<file path="config.mk">
export PLATFORM = sky130hd
export DESIGN_NAME = gaussian_noise_lcg_sum12
export DESIGN_NICKNAME = d
export VERILOG_FILES = /design/src/sv/gnl_pkg.sv /design/src/sv/gnl_ctrl.sv /design/src/sv/gnl_dp.sv /design/src/sv/gaussian_noise_lcg_sum12.sv
export SDC_FILE = /design/constraint.sdc
export NUM_CORES = 2
export LEC_CHECK = 0
export ABC_CLOCK_PERIOD_IN_PS = 9900
export BUFFER_PORTS_ARGS = -buffer_cell sky130_fd_sc_hd__buf_2
export CAP_MARGIN = 20
export CORE_UTILIZATION = 35
export CTS_CLUSTER_DIAMETER = 60
export CTS_CLUSTER_SIZE = 10
export DETAILED_ROUTE_END_ITERATION = 10
export GPL_TIMING_DRIVEN = 0
export PLACE_DENSITY_LB_ADDON = 0.12
export SKIP_CTS_REPAIR_TIMING = 1
export SYNTH_ARGS = -nofsm -noshare
export SYNTH_HDL_FRONTEND = slang
export SYNTH_SLANG_ARGS = --single-unit
</file>
<file path="constraint.sdc">
create_clock -name i_clk -period 9.9 [get_ports i_clk]
set_clock_uncertainty 0.1 [all_clocks]
set_input_delay 0.99 -clock i_clk [delete_from_list [all_inputs] [get_ports i_clk]]
set_output_delay 0.99 -clock i_clk [all_outputs]
set_load 0.03 [all_outputs]
</file>
<file path="src/sv/gnl_pkg.sv">
// Shared constants and controller-to-datapath command type for the Gaussian noise generator.
package gnl_pkg;

    localparam int SEED_W       = 31;
    localparam int DATA_W       = 32;
    localparam int NUM_SUMS_DEF = 12;

    localparam logic [SEED_W-1:0] LCG_MUL      = 31'd1103515245;
    localparam logic [SEED_W-1:0] LCG_ADD      = 31'd12345;
    localparam logic [SEED_W-1:0] LCG_SEED_RST = 31'd1;

    // input command codes
    localparam logic CMD_GEN  = 1'b0;
    localparam logic CMD_SEED = 1'b1;

    // commands from the controller to the datapath
    typedef struct packed {
        logic accept;    // capture the input beat
        logic reseed;    // with accept: load the generator state
        logic step;      // advance the generator once and accumulate
        logic mul_lo;    // low part of the sum times sigma
        logic mul_hi;    // high part of the sum times sigma
        logic combine;   // merge partial products and round
        logic out_load;  // load the output register
        logic out_zero;  // with out_load: reseed result
    } t_dp_cmd;

endpackage

</file>
<file path="src/sv/gnl_ctrl.sv">
// Sequencing state machine: handshakes, step count and output valid.
module gnl_ctrl #(
    parameter int NUM_SUMS = gnl_pkg::NUM_SUMS_DEF
) (
    input  logic             i_clk,
    input  logic             i_rst_n,
    input  logic             i_valid,
    input  logic             i_cmd,
    output logic             o_stall,
    output logic             o_valid,
    input  logic             i_stall,
    output gnl_pkg::t_dp_cmd o_ctl
);

    localparam int CNT_W = $clog2(NUM_SUMS + 1);

    typedef enum logic [2:0] {
        S_IDLE,
        S_STEP,
        S_MUL_LO,
        S_MUL_HI,
        S_COMB,
        S_OUT
    } t_state;

    t_state           r_state;
    logic [CNT_W-1:0] r_cnt;
    logic             r_reseed;
    logic             r_out_valid;

    logic w_accept;
    logic w_slot_free;

    assign o_stall     = (r_state != S_IDLE);
    assign o_valid     = r_out_valid;
    assign w_accept    = i_valid && !o_stall;
    assign w_slot_free = !r_out_valid || !i_stall;

    // decode datapath commands from the current state
    always_comb begin
        o_ctl          = '0;
        o_ctl.accept   = w_accept;
        o_ctl.reseed   = w_accept && (i_cmd == gnl_pkg::CMD_SEED);
        o_ctl.step     = (r_state == S_STEP);
        o_ctl.mul_lo   = (r_state == S_MUL_LO);
        o_ctl.mul_hi   = (r_state == S_MUL_HI);
        o_ctl.combine  = (r_state == S_COMB);
        o_ctl.out_load = (r_state == S_OUT) && w_slot_free;
        o_ctl.out_zero = r_reseed;
    end

    // hold state, step count and output valid
    always_ff @(posedge i_clk) begin
        if (!i_rst_n) begin
            r_state     <= S_IDLE;
            r_cnt       <= '0;
            r_reseed    <= 1'b0;
            r_out_valid <= 1'b0;
        end else begin
            // drop valid once the beat is taken, unless a new beat loads now
            if (r_out_valid && !i_stall && !o_ctl.out_load) begin
                r_out_valid <= 1'b0;
            end
            case (r_state)
                S_IDLE: begin
                    if (w_accept) begin
                        if (i_cmd == gnl_pkg::CMD_SEED) begin
                            r_reseed <= 1'b1;
                            r_state  <= S_OUT;
                        end else begin
                            r_reseed <= 1'b0;
                            r_cnt    <= CNT_W'(NUM_SUMS);
                            r_state  <= S_STEP;
                        end
                    end
                end
                S_STEP: begin
                    r_cnt <= r_cnt - CNT_W'(1);
                    if (r_cnt == CNT_W'(1)) begin
                        r_state <= S_MUL_LO;
                    end
                end
                S_MUL_LO: begin
                    r_state <= S_MUL_HI;
                end
                S_MUL_HI: begin
                    r_state <= S_COMB;
                end
                S_COMB: begin
                    r_state <= S_OUT;
                end
                S_OUT: begin
                    if (w_slot_free) begin
                        r_out_valid <= 1'b1;
                        r_state     <= S_IDLE;
                    end
                end
                default: begin
                    r_state <= S_IDLE;
                end
            endcase
        end
    end

    // a new result appears only out of the output state
    a_valid_from_out: assert property (@(posedge i_clk) disable iff (!i_rst_n)
        $rose(r_out_valid) |-> $past(r_state == S_OUT))
        else $error("output valid rose outside the output state");

    // a generate beat starts a full run of generator steps
    a_gen_starts_steps: assert property (@(posedge i_clk) disable iff (!i_rst_n)
        (w_accept && i_cmd == gnl_pkg::CMD_GEN)
            |=> (r_state == S_STEP) && (r_cnt == CNT_W'(NUM_SUMS)))
        else $error("generate beat did not start the step sequence");

    // the step counter never runs out while stepping
    a_cnt_live: assert property (@(posedge i_clk) disable iff (!i_rst_n)
        (r_state == S_STEP) |-> (r_cnt != '0))
        else $error("step counter empty while stepping");

endmodule

</file>
<file path="src/sv/gnl_dp.sv">
// Datapath: generator state, running sum, split multiply, rounding and saturation.
module gnl_dp #(
    parameter int NUM_SUMS = gnl_pkg::NUM_SUMS_DEF
) (
    input  logic                              i_clk,
    input  logic                              i_rst_n,
    input  gnl_pkg::t_dp_cmd                  i_ctl,
    input  logic        [gnl_pkg::SEED_W-1:0] i_seed_value,
    input  logic signed [gnl_pkg::DATA_W-1:0] i_sigma,
    input  logic signed [gnl_pkg::DATA_W-1:0] i_mean,
    output logic signed [gnl_pkg::DATA_W-1:0] o_sample,
    output logic                              o_saturated,
    output logic        [gnl_pkg::SEED_W-1:0] o_seed_after
);

    localparam int SEED_W = gnl_pkg::SEED_W;
    localparam int DATA_W = gnl_pkg::DATA_W;
    // sum of states, offset-corrected, as a signed value
    localparam int V_W    = SEED_W + $clog2(NUM_SUMS) + 1;
    localparam int LO_W   = 16;
    localparam int HI_W   = V_W - LO_W;
    localparam int PLO_W  = LO_W + 1 + DATA_W;
    localparam int PHI_W  = HI_W + DATA_W;
    localparam int PP_W   = V_W + DATA_W;
    localparam int Q_W    = PP_W - 30;

    localparam logic signed [V_W-1:0]  SUM_INIT = V_W'(64'd0 - (64'(NUM_SUMS) << 30));
    localparam logic signed [PP_W:0]   RND      = (PP_W+1)'(1073741824);
    localparam logic signed [Q_W:0]    SAT_MAX  = (Q_W+1)'(32'h7fffffff);
    localparam logic signed [Q_W:0]    SAT_MIN  = {{(Q_W+1-DATA_W){1'b1}}, 32'h80000000};

    logic        [SEED_W-1:0] r_lcg;
    logic signed [V_W-1:0]    r_sum;
    logic signed [DATA_W-1:0] r_sigma;
    logic signed [DATA_W-1:0] r_mean;
    logic signed [PLO_W-1:0]  r_plo;
    logic signed [PHI_W-1:0]  r_phi;
    logic signed [Q_W-1:0]    r_q;
    logic signed [DATA_W-1:0] r_sample;
    logic                     r_sat;
    logic        [SEED_W-1:0] r_seed_after;

    logic        [SEED_W-1:0] w_lcg_next;
    logic signed [LO_W:0]     w_vl;
    logic signed [HI_W-1:0]   w_vh;
    logic signed [PP_W:0]     w_p;
    logic signed [Q_W:0]      w_r;
    logic signed [DATA_W-1:0] w_clip;
    logic                     w_sat;

    // one generator step, kept to 31 bits
    assign w_lcg_next = r_lcg * gnl_pkg::LCG_MUL + gnl_pkg::LCG_ADD;

    // split the sum into signed high and unsigned low halves
    assign w_vl = {1'b0, r_sum[LO_W-1:0]};
    assign w_vh = r_sum[V_W-1:LO_W];

    // merge partial products and add the rounding half
    assign w_p = {r_phi[PHI_W-1], r_phi, {LO_W{1'b0}}}
               + {{(PP_W+1-PLO_W){r_plo[PLO_W-1]}}, r_plo}
               + RND;

    // add mean and clip to the 32-bit range
    assign w_r = {r_q[Q_W-1], r_q} + {{(Q_W+1-DATA_W){r_mean[DATA_W-1]}}, r_mean};
    always_comb begin
        w_sat  = 1'b0;
        w_clip = w_r[DATA_W-1:0];
        if (w_r > SAT_MAX) begin
            w_sat  = 1'b1;
            w_clip = SAT_MAX[DATA_W-1:0];
        end else if (w_r < SAT_MIN) begin
            w_sat  = 1'b1;
            w_clip = SAT_MIN[DATA_W-1:0];
        end
    end

    // hold generator state
    always_ff @(posedge i_clk) begin
        if (!i_rst_n) begin
            r_lcg <= gnl_pkg::LCG_SEED_RST;
        end else if (i_ctl.reseed) begin
            r_lcg <= i_seed_value;
        end else if (i_ctl.step) begin
            r_lcg <= w_lcg_next;
        end
    end

    // capture operands, accumulate, multiply in two halves, round, load output
    always_ff @(posedge i_clk) begin
        if (i_ctl.accept) begin
            r_sigma <= i_sigma;
            r_mean  <= i_mean;
            r_sum   <= SUM_INIT;
        end
        if (i_ctl.step) begin
            r_sum <= r_sum + $signed({{(V_W-SEED_W){1'b0}}, w_lcg_next});
        end
        if (i_ctl.mul_lo) begin
            r_plo <= w_vl * r_sigma;
        end
        if (i_ctl.mul_hi) begin
            r_phi <= w_vh * r_sigma;
        end
        if (i_ctl.combine) begin
            r_q <= w_p[PP_W:31];
        end
        if (i_ctl.out_load) begin
            r_seed_after <= r_lcg;
            if (i_ctl.out_zero) begin
                r_sample <= '0;
                r_sat    <= 1'b0;
            end else begin
                r_sample <= w_clip;
                r_sat    <= w_sat;
            end
        end
    end

    assign o_sample     = r_sample;
    assign o_saturated  = r_sat;
    assign o_seed_after = r_seed_after;

    // a reseed beat lands the seed in the generator
    a_reseed_loads: assert property (@(posedge i_clk) disable iff (!i_rst_n)
        i_ctl.reseed |=> (r_lcg == $past(i_seed_value)))
        else $error("reseed did not load the generator state");

endmodule

</file>
<file path="src/sv/gaussian_noise_lcg_sum12.sv">
// Generate: the beat is accepted, then NUM_SUMS generator steps (the LCG recurrence,
// one 31-bit multiply per cycle) accumulate the sum, then come the low and high sigma
// partial products, a combine and rounding step, and the mean add and saturation as the
// output register loads. No new beat is taken until the controller is idle again.
// Reseed: the seed loads the generator state on acceptance, then the zero result loads.
// Reset (synchronous, active low) sets the generator state to 1 and clears output valid;
// a stalled result holds the output register and delays the next one.
module gaussian_noise_lcg_sum12 #(
    parameter int NUM_SUMS = gnl_pkg::NUM_SUMS_DEF
) (
    input  logic                              i_clk,
    input  logic                              i_rst_n,
    input  logic                              i_valid,
    output logic                              o_stall,
    input  logic                              i_cmd,
    input  logic        [gnl_pkg::SEED_W-1:0] i_seed_value,
    input  logic signed [gnl_pkg::DATA_W-1:0] i_sigma,
    input  logic signed [gnl_pkg::DATA_W-1:0] i_mean,
    output logic                              o_valid,
    input  logic                              i_stall,
    output logic signed [gnl_pkg::DATA_W-1:0] o_sample,
    output logic                              o_saturated,
    output logic        [gnl_pkg::SEED_W-1:0] o_seed_after
);

    gnl_pkg::t_dp_cmd w_ctl;

    // sequence the work
    gnl_ctrl #(
        .NUM_SUMS (NUM_SUMS)
    ) u_ctrl (
        .i_clk   (i_clk),
        .i_rst_n (i_rst_n),
        .i_valid (i_valid),
        .i_cmd   (i_cmd),
        .o_stall (o_stall),
        .o_valid (o_valid),
        .i_stall (i_stall),
        .o_ctl   (w_ctl)
    );

    // compute the sample
    gnl_dp #(
        .NUM_SUMS (NUM_SUMS)
    ) u_dp (
        .i_clk        (i_clk),
        .i_rst_n      (i_rst_n),
        .i_ctl        (w_ctl),
        .i_seed_value (i_seed_value),
        .i_sigma      (i_sigma),
        .i_mean       (i_mean),
        .o_sample     (o_sample),
        .o_saturated  (o_saturated),
        .o_seed_after (o_seed_after)
    );

endmodule

</file>
==> flow_summary.yaml <==
logic_synthesis:
  synth_xor_xnor_area_share_pct: 3.39
  synthMuxAreaShare_pct: 0.0329
  synth_compound_gate_area_share_pct: 7.43
  number_of_flops_mapped_to_enable_cells_by_yosys: 287
  ys_types: 88
  synthesized_nets: 8638
  synth_fa_ha_area_share_pct: 52.3
  synth_top_family_by_area: "adder cells"
  synth_seq_area_share_pct: 14.6
  syn_area_per_cell_sq_um: 9.77
  synth_simple_gate_area_share_pct: 11.9
  postSynth.asyncResetShare_pct: 0
  synthCells: 6618
  synthesis.yosys.warnings: 0
  post_synth_instance_area_sq_mm: 0.0646
  synth_register_bits: 327
  synthFlopType: "edfxtp_1"
sta:
  report.final.slew_viol_count: 0
  min_cycle_time_layout_ns: 9.63
  timing.max_slew.rel_slack_pct: 13.8
  hold_viol_final: 0
  least_margin_pin_slew_ns: 1.28
  max_clock_freq_ghz: 0.104
  setup_viol_count_final: 0
  min_period_over_period_pct: 97.3
routing:
  final_antenna_violating_net_count: 0
  drt-total-wl_microns: 208000
  routed_via_density: 4.89
  drc: 0
  via_count: 45808
  drt_first_iter_violations: 2841
  drt_first_pass_iters: 6
  drt-wirelength-per-cell_microns: 22.3
final_layout:
  final_nets: 8874
  multiInputGateArea_sq_mm: 0.0485
  drive_gt1_share_pct: 5.08
  finish.utilization_pct: 38.5
  seq_area_sq_mm: 0.00944
  num-fill-cells: 18422
  area_growth_syn_to_layout_pct: 9.28
clock_tree:
  clkSlewWorstSetupHoldPaths_ns: 0.06
  worst_skew_pair.late_latency_ns: 0.71
  cts.root.buffer_cell: "clkbuf_16"
  cts_inserted_buffers: 54
  cts_tree: "built"
  cts.path.max_buffers: 3
  htree_levels: 2
  clk_sinks: 327
floorplanning:
  dieArea_sq_mm: 0.186
  std_cell_rows: 157
  core_region_area_sq_mm: 0.183
  pin_count: 166
  width_of_the_die_microns: 432
  dieHeight_microns: 432
  floorplan.initialDensity_pct: 35.3
global_routing:
  groute.usage.overall_pct: 22.9
  remaining_overflow_grt: 0
  antenna_found_initial: 25
  first_global_vias: 48373
  pin_count_of_the_biggest_net_entering_global_routing: 50
  global_route_wire_length_before_repair_microns: 315000
placed_design:
  port-buffer-count: 165
  dp.final_hpwl_microns: 179000
  gp_congestion: 0.921
worst_setup_path:
  worst_setup_path_start_kind: "register"
  critical_path_peak_fanout: 10
  worst_ep_arrival_time_ns: 9.84
  worst-endpoint-required_ns: 10.11
  timing.setup.critical_path_class: "reg -> reg"
  crit_path_end_kind: "register"
flow_run:
  max-cap-violations: 0
status:
  status: "finished clean"
min_path:
  min_path_type: "in -> reg"
## sequential cells by signal (all words and copies together) (netlist names)
register           flops
u_dp.o_saturated       1
u_dp.r_lcg            31
u_dp.r_mean           32
u_ctrl.o_valid         1
u_dp.r_sigma          32
u_ctrl.r_state         3
u_dp.r_phi            52
u_dp.r_plo            33
u_dp.o_seed_after     31
u_ctrl.r_reseed        1
u_dp.r_sum            36
u_dp.o_sample         32
u_ctrl.r_cnt           4
u_dp.r_q              38
## per-layer routing
metal  track usage [%]  vias to the layer above  routed length [microns]
li1                  -                    20745                        -
met1              31.6                    23671                    92900
met2              37.4                     1160                    97200
met3              3.16                      230                    12100
met4              6.30                        2                     6270
met5                 0                        -                       13
## layout make-up
| type | instances | share of cell area (%) |
|---|---|---|
| Multi-Input combinational cell | 4505 | 68.7 |
| Sequential cell | 327 | 13.4 |
| Inverter | 1507 | 8.02 |
| Tap cell | 2464 | 4.36 |
| Clock buffer | 61 | 1.96 |
| Buffer | 279 | 1.55 |
| Timing Repair Buffer | 180 | 1.54 |
| Clock inverter | 33 | 0.452 |
| Antenna cell | 13 | 0.0461 |
## cells by family after synthesis
family          Yosys count
flops                   327
simple gates           1624
buf+inv                1786
xor+xnor                250
mux                       2
compound gates          709
fa+ha+maj              1920
## metrics by stage
stage / setup WS (ns) / TNS, ns / hold WS, ns / instance area [sq um] / cells
6_report: 0.270 / 0 / 0.355 / 70600 / 9369
3_5_place_dp: -0.158 / -0.490 / 0.380 / 68800 / 9261
4_1_cts: -0.248 / -0.853 / 0.297 / 70500 / 9355
3_3_place_gp: -0.163 / -0.416 / 0.374 / 68500 / 9247
2_1_floorplan: 2.09 / 0 / 0.331 / 64600 / 6618
5_1_grt: -0.00486 / -0.00486 / 0.325 / 70600 / 9356
## cells in the final DEF, fill, tap and decap left out, drive strengths merged, types with 9 or more instances in the layout
master  instances
inv          1519
fa           1301
nand2         836
ha            619
and2          409
clkbuf        312
edfxtp        287
buf           208
a21oi         198
xnor2         164
nor2          151
o21ai         121
a21o          112
xor2           86
nand2b         59
nand3          40
dfxtp          40
a21boi         36
nor3           31
o21a           30
a211oi         27
nor2b          26
a22oi          24
o21bai         22
a31oi          21
o211ai         21
nand4          20
and3           14
o31ai          14
diode          13
clkinv         12
or2            10
a22o            9
## cell usage after synthesis (26+ instances only)
| cell | n | area share [%] |
|---|---|---|
| inv_1 | 1507 | 8.8 |
| fa_1 | 1301 | 40 |
| nand2_1 | 836 | 4.9 |
| ha_1 | 619 | 12 |
| and2_1 | 409 | 4.0 |
| edfxtp_1 | 287 | 13 |
| clkbuf_1 | 251 | 1.5 |
| a21oi_1 | 196 | 1.5 |
| xnor2_1 | 164 | 2.2 |
| nor2_1 | 151 | 0.88 |
| a21o_1 | 112 | 1.3 |
| xor2_1 | 86 | 1.2 |
| o21ai_0 | 81 | 0.63 |
| nand2b_1 | 57 | 0.55 |
| dfxtp_1 | 40 | 1.2 |
| nand3_1 | 40 | 0.31 |
| a21boi_0 | 34 | 0.39 |
| nor3_1 | 31 | 0.24 |
| o21a_1 | 30 | 0.35 |
| o21ai_2 | 29 | 0.39 |
| a211oi_1 | 26 | 0.30 |
| nor2b_1 | 26 | 0.25 |
## path summary, 6_finish.rpt
path                   startpoint               to  slack [ns]  cells after the start
setup / recovery  u_dp.r_sigma[5]   u_dp.r_plo[45]        0.27                     24
hold / removal         i_sigma[5]  u_dp.r_sigma[5]        0.36                      1
setup reg to reg  u_dp.r_sigma[5]   u_dp.r_plo[45]        0.27                     24
hold reg to reg   u_ctrl.r_cnt[3]  u_ctrl.r_cnt[3]        0.39                      2
## critical path, stage by stage, from the launching register on
cell,delay [ns]
edfxtp_1,0.32
clkbuf_1,0.73
clkbuf_1,0.66
nand2_1,0.15
fa_1,0.52
inv_1,0.05
fa_1,0.48
inv_1,0.05
fa_1,0.48
fa_1,0.57
inv_1,0.05
fa_1,0.52
fa_1,0.43
ha_1,0.32
and4_1,0.27
a21oi_1,0.09
a211oi_1,0.34
o311ai_1,0.36
a21bo_2,0.37
a311oi_1,0.65
o21ai_1,0.26
nand2b_1,0.22
a221o_1,0.24
a21oi_1,0.10
xnor2_1,0.87
Power is left out: the tool's default activity adds up to more than one toggle a clock period on the data nets, which glitch-free logic cannot reach.
